**config.mk**
```make
export PLATFORM = sky130hd
export DESIGN_NAME = climb_detector_hysteresis_unit_flat
export DESIGN_NICKNAME = d
export VERILOG_FILES = /design/src/hdl/cdh_pkg.sv /design/src/hdl/cdh_stream_if.sv /design/src/hdl/cdh_out_queue.sv /design/src/hdl/climb_detector_hysteresis_unit.sv /design/src/flat_wrapper.sv
export SDC_FILE = /design/constraint.sdc
export NUM_CORES = 2
export LEC_CHECK = 0
export ABC_AREA = 1
export BUFFER_PORTS_ARGS = -buffer_cell sky130_fd_sc_hd__buf_2
export CORE_MARGIN = 2
export CORE_UTILIZATION = 60
export CTS_CLUSTER_DIAMETER = 120
export DETAILED_ROUTE_END_ITERATION = 6
export PLACE_DENSITY = 0.78
export SYNTH_ARGS = -nofsm -noshare
export SYNTH_HDL_FRONTEND = slang
export SYNTH_HIERARCHICAL = 1
export SYNTH_SLANG_ARGS = --single-unit
```
**constraint.sdc**
```tcl
create_clock -name clk -period 28.1 [get_ports clk]
set_clock_uncertainty 0.1 [all_clocks]
set_input_delay 2.81 -clock clk [delete_from_list [all_inputs] [get_ports clk]]
set_output_delay 2.81 -clock clk [all_outputs]
set_load 0.02 [all_outputs]
```
**src/hdl/cdh_pkg.sv**
```systemverilog
// Types, constants and per-point update functions of the climb detector.
package cdh_pkg;

  localparam int AltW     = 18;
  localparam int TimeW    = 32;
  localparam int MetreW   = 16;
  localparam int AscW     = 14;
  localparam int CntW     = 16;
  localparam int HystW    = 10;
  localparam int MinAscW  = 16;
  localparam int CfgDataW = 16;
  localparam int CfgIdxW  = 1;

  localparam logic [CfgIdxW-1:0] CfgHysteresis = 1'b0;
  localparam logic [CfgIdxW-1:0] CfgMinAscent  = 1'b1;

  localparam logic [HystW-1:0]   HystDefault   = 10'd30;
  localparam logic [HystW-1:0]   HystMinValid  = 10'd1;
  localparam logic [MinAscW-1:0] MinAscDefault = 16'd1000;

  localparam logic [AscW-1:0] AscMax = '1;
  localparam logic [CntW-1:0] CntMax = '1;

  // floor(x / 10) = (x * Div10Mul) >> Div10Shift for x below 2^18
  localparam logic [AltW-1:0] Div10Mul   = 18'd209716;
  localparam int              Div10Shift = 21;

  typedef struct packed {
    logic signed [AltW-1:0] altitude_dm;
    logic [TimeW-1:0]       time_ms;
    logic                   ride_start;
  } sample_t;

  typedef struct packed {
    logic [TimeW-1:0] climb_start_ms;
    logic [TimeW-1:0] climb_stop_ms;
    logic [AscW-1:0]  ascent_m;
    logic [CntW-1:0]  climb_number;
    logic             last_of_run;
  } climb_t;

  typedef struct packed {
    logic signed [MetreW-1:0] prev_alt;
    logic [TimeW-1:0]         prev_time;
    logic signed [MetreW-1:0] older_alt;
    logic [1:0]               rec_count;
    logic signed [MetreW-1:0] ext_alt;
    logic [TimeW-1:0]         ext_time;
    logic                     ext_valid;
    logic [CntW-1:0]          climb_count;
  } track_t;

  typedef struct packed {
    track_t st;
    logic   emit;
    climb_t word;
  } rec_t;

  typedef struct packed {
    logic [1:0] n;
    climb_t     w0;
    climb_t     w1;
  } push_t;

  // Truncating divide by ten of a decimetre altitude.
  function automatic logic signed [MetreW-1:0] div10(logic signed [AltW-1:0] x);
    logic [AltW-1:0]     mag;
    logic [2*AltW-1:0]   prod;
    logic [MetreW-2:0]   q;
    mag  = x[AltW-1] ? AltW'(~x + 1'b1) : AltW'(x);
    prod = mag * Div10Mul;
    q    = prod[Div10Shift +: (MetreW-1)];
    return x[AltW-1] ? $signed(MetreW'(~{1'b0, q} + 1'b1)) : $signed({1'b0, q});
  endfunction

  // Records one point and checks whether the previous point closes a climb.
  function automatic rec_t record_point(track_t st, logic signed [MetreW-1:0] alt_m,
                                        logic [TimeW-1:0] t, logic [MinAscW-1:0] min_asc);
    rec_t               r;
    logic               peak;
    logic               trough;
    logic signed [16:0] asc;
    logic signed [21:0] asc10;
    r      = '0;
    r.st   = st;
    peak   = (st.prev_alt > st.older_alt) && (st.prev_alt > alt_m);
    trough = (st.prev_alt < st.older_alt) && (st.prev_alt < alt_m);
    asc    = $signed({st.prev_alt[MetreW-1], st.prev_alt})
           - $signed({st.ext_alt[MetreW-1], st.ext_alt});
    asc10  = $signed({{2{asc[16]}}, asc, 3'b000}) + $signed({{4{asc[16]}}, asc, 1'b0});
    if (st.rec_count == 2'd2 && (peak || trough)) begin
      if (st.ext_valid && asc10 >= $signed({6'b0, min_asc})) begin
        if (r.st.climb_count != CntMax) begin
          r.st.climb_count = r.st.climb_count + 1'b1;
        end
        r.emit                = 1'b1;
        r.word.climb_start_ms = st.ext_time;
        r.word.climb_stop_ms  = st.prev_time;
        if (asc > $signed({3'b000, AscMax})) begin
          r.word.ascent_m = AscMax;
        end else if (asc < 0) begin
          r.word.ascent_m = '0;
        end else begin
          r.word.ascent_m = asc[AscW-1:0];
        end
        r.word.climb_number = r.st.climb_count;
      end
      r.st.ext_alt   = st.prev_alt;
      r.st.ext_time  = st.prev_time;
      r.st.ext_valid = 1'b1;
    end
    r.st.older_alt = st.prev_alt;
    r.st.prev_alt  = alt_m;
    r.st.prev_time = t;
    if (st.rec_count != 2'd2) begin
      r.st.rec_count = st.rec_count + 1'b1;
    end
    return r;
  endfunction

endpackage

```
**src/hdl/cdh_stream_if.sv**
```systemverilog
// Valid/ready stream channel carrying one payload word.
interface cdh_stream_if #(parameter type payload_t = logic) ();
  logic     valid;
  logic     ready;
  payload_t payload;

  modport source (output valid, output payload, input ready);
  modport sink (input valid, input payload, output ready);
endinterface

```
**src/hdl/cdh_out_queue.sv**
```systemverilog
// Two-word result queue: takes up to two words per cycle, hands out one.
module cdh_out_queue (
  input  logic               clk,
  input  logic               rst,
  input  cdh_pkg::push_t     push,
  output logic [1:0]         free,
  cdh_stream_if.source       climbs
);
  import cdh_pkg::*;

  climb_t     slot0;
  climb_t     slot1;
  logic [1:0] count;

  climb_t     slot0_next;
  climb_t     slot1_next;
  logic [1:0] count_next;
  logic [1:0] count_pop;
  logic       pop;

  assign climbs.valid   = (count != 2'd0);
  assign climbs.payload = slot0;
  assign pop            = climbs.valid && climbs.ready;
  assign free           = 2'd2 - count;

  always_comb begin
    slot0_next = slot0;
    slot1_next = slot1;
    count_pop  = count;
    if (pop) begin
      slot0_next = slot1;
      count_pop  = count - 1'b1;
    end
    if (push.n != 2'd0) begin
      if (count_pop == 2'd0) begin
        slot0_next = push.w0;
      end else begin
        slot1_next = push.w0;
      end
    end
    if (push.n == 2'd2) begin
      slot1_next = push.w1;
    end
    count_next = count_pop + push.n;
  end

  always_ff @(posedge clk) begin
    slot0 <= slot0_next;
    slot1 <= slot1_next;
    if (rst) begin
      count <= 2'd0;
    end else begin
      count <= count_next;
    end
  end

endmodule

```
**src/hdl/climb_detector_hysteresis_unit.sv**
```systemverilog
// Climb detector: hysteresis tracking of altitude samples, extremum pairing, climb output.
// Accepts one sample per clock unless the output queue holds it back. A sample is
// registered, then its tracking update and up to two climb words are computed
// combinationally and written into a two-word output queue, so a climb word passes
// the input register and then the queue register before it is presented on the output.
// The queue is the only limit on rate: a sample that yields words waits in the input
// register until the queue has room for all of them. Room is counted before the
// output's own hand-out in the same cycle. Output stalls hold the input side once
// the queue and input register fill.
module climb_detector_hysteresis_unit (
  input  logic                          clk,
  input  logic                          rst,
  input  logic                          cfg_wr_en,
  input  logic [cdh_pkg::CfgIdxW-1:0]   cfg_index,
  input  logic [cdh_pkg::CfgDataW-1:0]  cfg_data,
  cdh_stream_if.sink                    samples,
  cdh_stream_if.source                  climbs
);
  import cdh_pkg::*;

  logic [HystW-1:0]   hysteresis_dm;
  logic [MinAscW-1:0] min_ascent_dm;

  logic                     s1_valid;
  sample_t                  s1_word;
  logic signed [MetreW-1:0] s1_alt_m;

  logic signed [MetreW-1:0] tracked_alt_m;
  track_t                   track;

  logic                     advance;
  logic [1:0]               free;
  logic [1:0]               n_words;
  push_t                    push;

  logic [HystW-1:0]         h_eff;
  logic signed [19:0]       h20;
  logic signed [19:0]       alt20;
  logic signed [MetreW-1:0] tracked0;
  logic signed [MetreW-1:0] tracked1;
  logic signed [MetreW-1:0] tracked_next;
  logic signed [19:0]       t10_0;
  logic signed [19:0]       t10_1;
  logic                     up;
  logic                     down;
  track_t                   st0;
  track_t                   st1;
  track_t                   track_next;
  rec_t                     rec0;
  rec_t                     rec1;
  logic                     e0;
  logic                     e1;

  always_comb begin
    h_eff    = (hysteresis_dm <= HystMinValid) ? HystDefault : hysteresis_dm;
    h20      = $signed({10'b0, h_eff});
    alt20    = $signed({{2{s1_word.altitude_dm[AltW-1]}}, s1_word.altitude_dm});
    tracked0 = s1_word.ride_start ? s1_alt_m : tracked_alt_m;
    st0      = s1_word.ride_start ? '0 : track;
    t10_0    = $signed({tracked0[MetreW-1], tracked0, 3'b000})
             + $signed({{3{tracked0[MetreW-1]}}, tracked0, 1'b0});
    up       = alt20 > (t10_0 + h20);
    rec0     = record_point(st0, s1_alt_m, s1_word.time_ms, min_ascent_dm);
    st1      = up ? rec0.st : st0;
    tracked1 = up ? s1_alt_m : tracked0;
    t10_1    = $signed({tracked1[MetreW-1], tracked1, 3'b000})
             + $signed({{3{tracked1[MetreW-1]}}, tracked1, 1'b0});
    down     = alt20 < (t10_1 - h20);
    rec1     = record_point(st1, s1_alt_m, s1_word.time_ms, min_ascent_dm);
    track_next   = down ? rec1.st : st1;
    tracked_next = down ? s1_alt_m : tracked1;
    e0       = up && rec0.emit;
    e1       = down && rec1.emit;
    n_words  = {1'b0, e0} + {1'b0, e1};
  end

  assign advance       = s1_valid && (n_words <= free);
  assign samples.ready = !s1_valid || advance;

  always_comb begin
    push.n              = advance ? n_words : 2'd0;
    push.w0             = e0 ? rec0.word : rec1.word;
    push.w0.last_of_run = !(e0 && e1);
    push.w1             = rec1.word;
    push.w1.last_of_run = 1'b1;
  end

  cdh_out_queue u_queue (
    .clk    (clk),
    .rst    (rst),
    .push   (push),
    .free   (free),
    .climbs (climbs)
  );

  always_ff @(posedge clk) begin
    if (samples.valid && samples.ready) begin
      s1_word  <= samples.payload;
      s1_alt_m <= div10(samples.payload.altitude_dm);
    end
    if (rst) begin
      s1_valid      <= 1'b0;
      tracked_alt_m <= '0;
      track         <= '0;
      hysteresis_dm <= HystDefault;
      min_ascent_dm <= MinAscDefault;
    end else begin
      if (samples.valid && samples.ready) begin
        s1_valid <= 1'b1;
      end else if (advance) begin
        s1_valid <= 1'b0;
      end
      if (advance) begin
        tracked_alt_m <= tracked_next;
        track         <= track_next;
      end
      if (cfg_wr_en) begin
        unique case (cfg_index)
          CfgHysteresis: hysteresis_dm <= cfg_data[HystW-1:0];
          CfgMinAscent:  min_ascent_dm <= cfg_data[MinAscW-1:0];
          default: ;
        endcase
      end
    end
  end

endmodule

```
**src/flat_wrapper.sv**
```systemverilog
// flat-port wrapper written by rule: the top's interface ports become plain ports
module climb_detector_hysteresis_unit_flat import cdh_pkg::*;
  (clk, rst, cfg_wr_en, cfg_index, cfg_data, samples_valid, samples_payload, samples_ready, climbs_valid, climbs_payload, climbs_ready);
  cdh_stream_if #(.payload_t(sample_t)) samples_i ();
  cdh_stream_if #(.payload_t(climb_t)) climbs_i ();
  input  logic clk;
  input  logic rst;
  input  logic cfg_wr_en;
  input  logic [cdh_pkg::CfgIdxW-1:0] cfg_index;
  input  logic [cdh_pkg::CfgDataW-1:0] cfg_data;
  input wire logic [$bits(samples_i.valid)-1:0] samples_valid;
  input wire logic [$bits(samples_i.payload)-1:0] samples_payload;
  output wire logic [$bits(samples_i.ready)-1:0] samples_ready;
  output wire logic [$bits(climbs_i.valid)-1:0] climbs_valid;
  output wire logic [$bits(climbs_i.payload)-1:0] climbs_payload;
  input wire logic [$bits(climbs_i.ready)-1:0] climbs_ready;
  assign samples_i.valid = samples_valid;
  assign samples_i.payload = samples_payload;
  assign samples_ready = samples_i.ready;
  assign climbs_valid = climbs_i.valid;
  assign climbs_payload = climbs_i.payload;
  assign climbs_i.ready = climbs_ready;
  climb_detector_hysteresis_unit u_core (.clk(clk), .rst(rst), .cfg_wr_en(cfg_wr_en), .cfg_index(cfg_index), .cfg_data(cfg_data), .samples(samples_i), .climbs(climbs_i));
endmodule
```
==> run metrics <==
Slowest cell on crit path=edfxtp_1; CP startpoint kind=flop; Core ar.=0.0631 mm²; Most common cell on crit path=a21oi_1; DR vias=34800; # setup viols final=0; CP bufs+invs=11; placed wire-length estimate=78.2 mm; DRC Markers=3; hold worst-path end=u_core/track[46]; Yosys top cell by area=dfxtp_1; Hold Path Origin=u_core/track[46]; Primary FF master, synth=dfxtp_1; initial antenna violation count=6; cts hold-fix bufs=0; IO buf count=169; share of cells above drive strength 1=9.72%; Top Metal Used=met5; Die X=257 µm; failing checks=design-rule violations; final net count=5726; Max Fclk=56.2 MHz; cells after synthesis=5150; Crit Path Class=reg2out; met2 WL=50.0 mm; Final TNS setup=0 ps; Initial Util=60.7%; status=complete, but fails checks; MaxCap Viol Count=0; total global-route track usage=32.6%; Final min period=17780 ps; crit-path max FO=71; Vias/cell=5.76; R2R Path End=u_core/u_queue/slot1[46]; synthesized flop and latch total=433; Least-Margin Pin Slew=1290 ps; M1 WL=46.4 mm; grt total ovfl=0; Largest stage delay, worst path=750 ps; Synth area leaders=dfxtp_1 (14%), ha_1 (13%), nand2_1 (13%), edfxtp_1 (13%), inv_1 (6.5%); Routed WL=110 mm; critical path arrival=14870 ps; ys async rst share=0%; die area=0.0659 mm²; Yosys warning count=6; largest net degree at the start of global routing=177; EDFF count, synth=162; syn avg cell area=7.43 µm²; Die Y=257 µm; Min-Delay Path Depth=2; Seq/Total Area, Yosys=26.9%; final antenna-violating net count=0; vias in the first global route=32300; count of boundary I/O pins=170; Hold Violations, Final=0; final slew viol count=0; Pre-antenna DRT Iters=7; synthesized cell area=0.0383 mm²; Tcrit/Tclk final=63.3%; hold crit path type=reg2reg; clk root buf=clkbuf_16; CTS Buf Count=50; r2r setup slk=10440 ps; CTS tree=yes; Syn Nets=5735; share of the synthesized area in the top cell type=14.2%; clock latency on the worst-skew pair=640 ps; DR iter-0 viols=3110; Worst Setup End Kind=primary output; CTS HTree Levels=2; top-count cell post-synth=nand2_1; TritonCTS Sinks=433; CTS max path bufs=3; first-pass GRT wire length=175 mm; max_slew headroom=14.3%; Reg clk slew, reported paths=60 ps; CP delay by family, top=compound AO/OA/AOI/OAI gates; R2R cell count=78; post_cts resized=0; placer's final routability congestion estimate=0.979; met3 wire len=9.96 mm; Avg WL per Cell=18.2 µm; CP required=25190 ps; RSZ-0062 raised after global routing=false; post-CTS setup buffers=0; Post-synth top cells=nand2_1 (1341), inv_1 (666), ha_1 (404); Area growth syn-to-layout=6.84%; unique cell type count in the Yosys netlist=61; Row Count=92; worst reg2reg startpoint=u_core/s1_word[0]
## stage by stage
stage                     hold WS [ps]  cells  instance area, µm²  worst slack (ps)  utilization [%]
final                              363   6031               40900             10320             64.8
after global routing               379   6030               40900              8960             64.8
after global placement             352   5935               39300             11250             62.2
after detailed placement           353   5935               39300             10700             62.2
after floorplan                    337   5150               38300             12250                -
after CTS                          364   6029               40900             10450             64.8
## layer usage
metal | GRT usage, % | up-vias
met2 | 52.7 | 1377
met3 | 7.11 | 204
met1 | 43.6 | 16100
li1 | - | 17100
met4 | 9.96 | 8
met5 | 0 | -
## cell usage in the layout, fill, tap and decap left out, types with 27 or more instances in the layout
master	n
mux2_2	95
ha_1	404
nor2_1	178
clkbuf_16	50
buf_2	167
edfxtp_1	162
a21oi_1	340
xor2_1	102
o21a_1	72
nand4_1	154
xnor2_1	40
buf_4	30
nor2_4	63
o21ai_0	325
o21bai_1	32
nor3_1	27
dfxtp_1	271
fa_1	108
nand3_1	294
nand2_1	1338
inv_1	665
o211ai_1	61
## cell type report
type	instances	area, µm²
multi-input combinational	3781	24300
clock inverter	23	236
inverter	677	2540
clock buffer	71	1400
fill	5671	22200
sequential	433	10300
timing repair buffer	198	1080
antenna	2	5.00
tap	846	1060
## cells by family after synthesis
logic type      count (synthesis)  share of synthesized area, %
compound gates                911                          13.6
buf+inv                       936                          9.87
simple gates                 2120                          24.7
xor+xnor                      142                          3.25
fa+ha+maj                     512                          18.8
flops                         433                          26.9
mux                            95                          2.79
other cells                     1                       0.00979
## worst max path at each step
stage	to	slack, ps	cells after the start	startpoint
after global routing	u_core/u_queue/slot1[11]	8960	78	u_core/s1_word[0]
after floorplan	u_core/u_queue/slot1[0]	12250	89	u_core/s1_word[0]
after CTS	samples_ready	10450	77	u_core/s1_word[0]
after detailed placement	u_core/u_queue/slot1[45]	10700	78	u_core/s1_word[0]
after global placement	u_core/u_queue/slot1[67]	11250	83	u_core/s1_word[0]
final	samples_ready	10320	72	u_core/s1_word[0]
## registers in the layout, indices dropped and copies added (netlist names), 2 cells and up
signal	flops
u_core/track	131
u_core/u_queue/climbs.payload	95
u_core/u_queue/slot1	95
u_core/rec0	32
u_core/alt20	18
u_core/min_ascent_dm	16
u_core/s1_alt_m	16
u_core/tracked_alt_m	16
u_core/hysteresis_dm	10
u_core/u_queue/count	2
## tightest hold or removal path, cell delays in order, from the launching register on
cell	delay, ps
dfxtp_1	310
nand2_1	60
a21oi_1	50
Power is left out: the tool's default activity adds up to more than one toggle a clock period on the data nets, which glitch-free logic cannot reach.
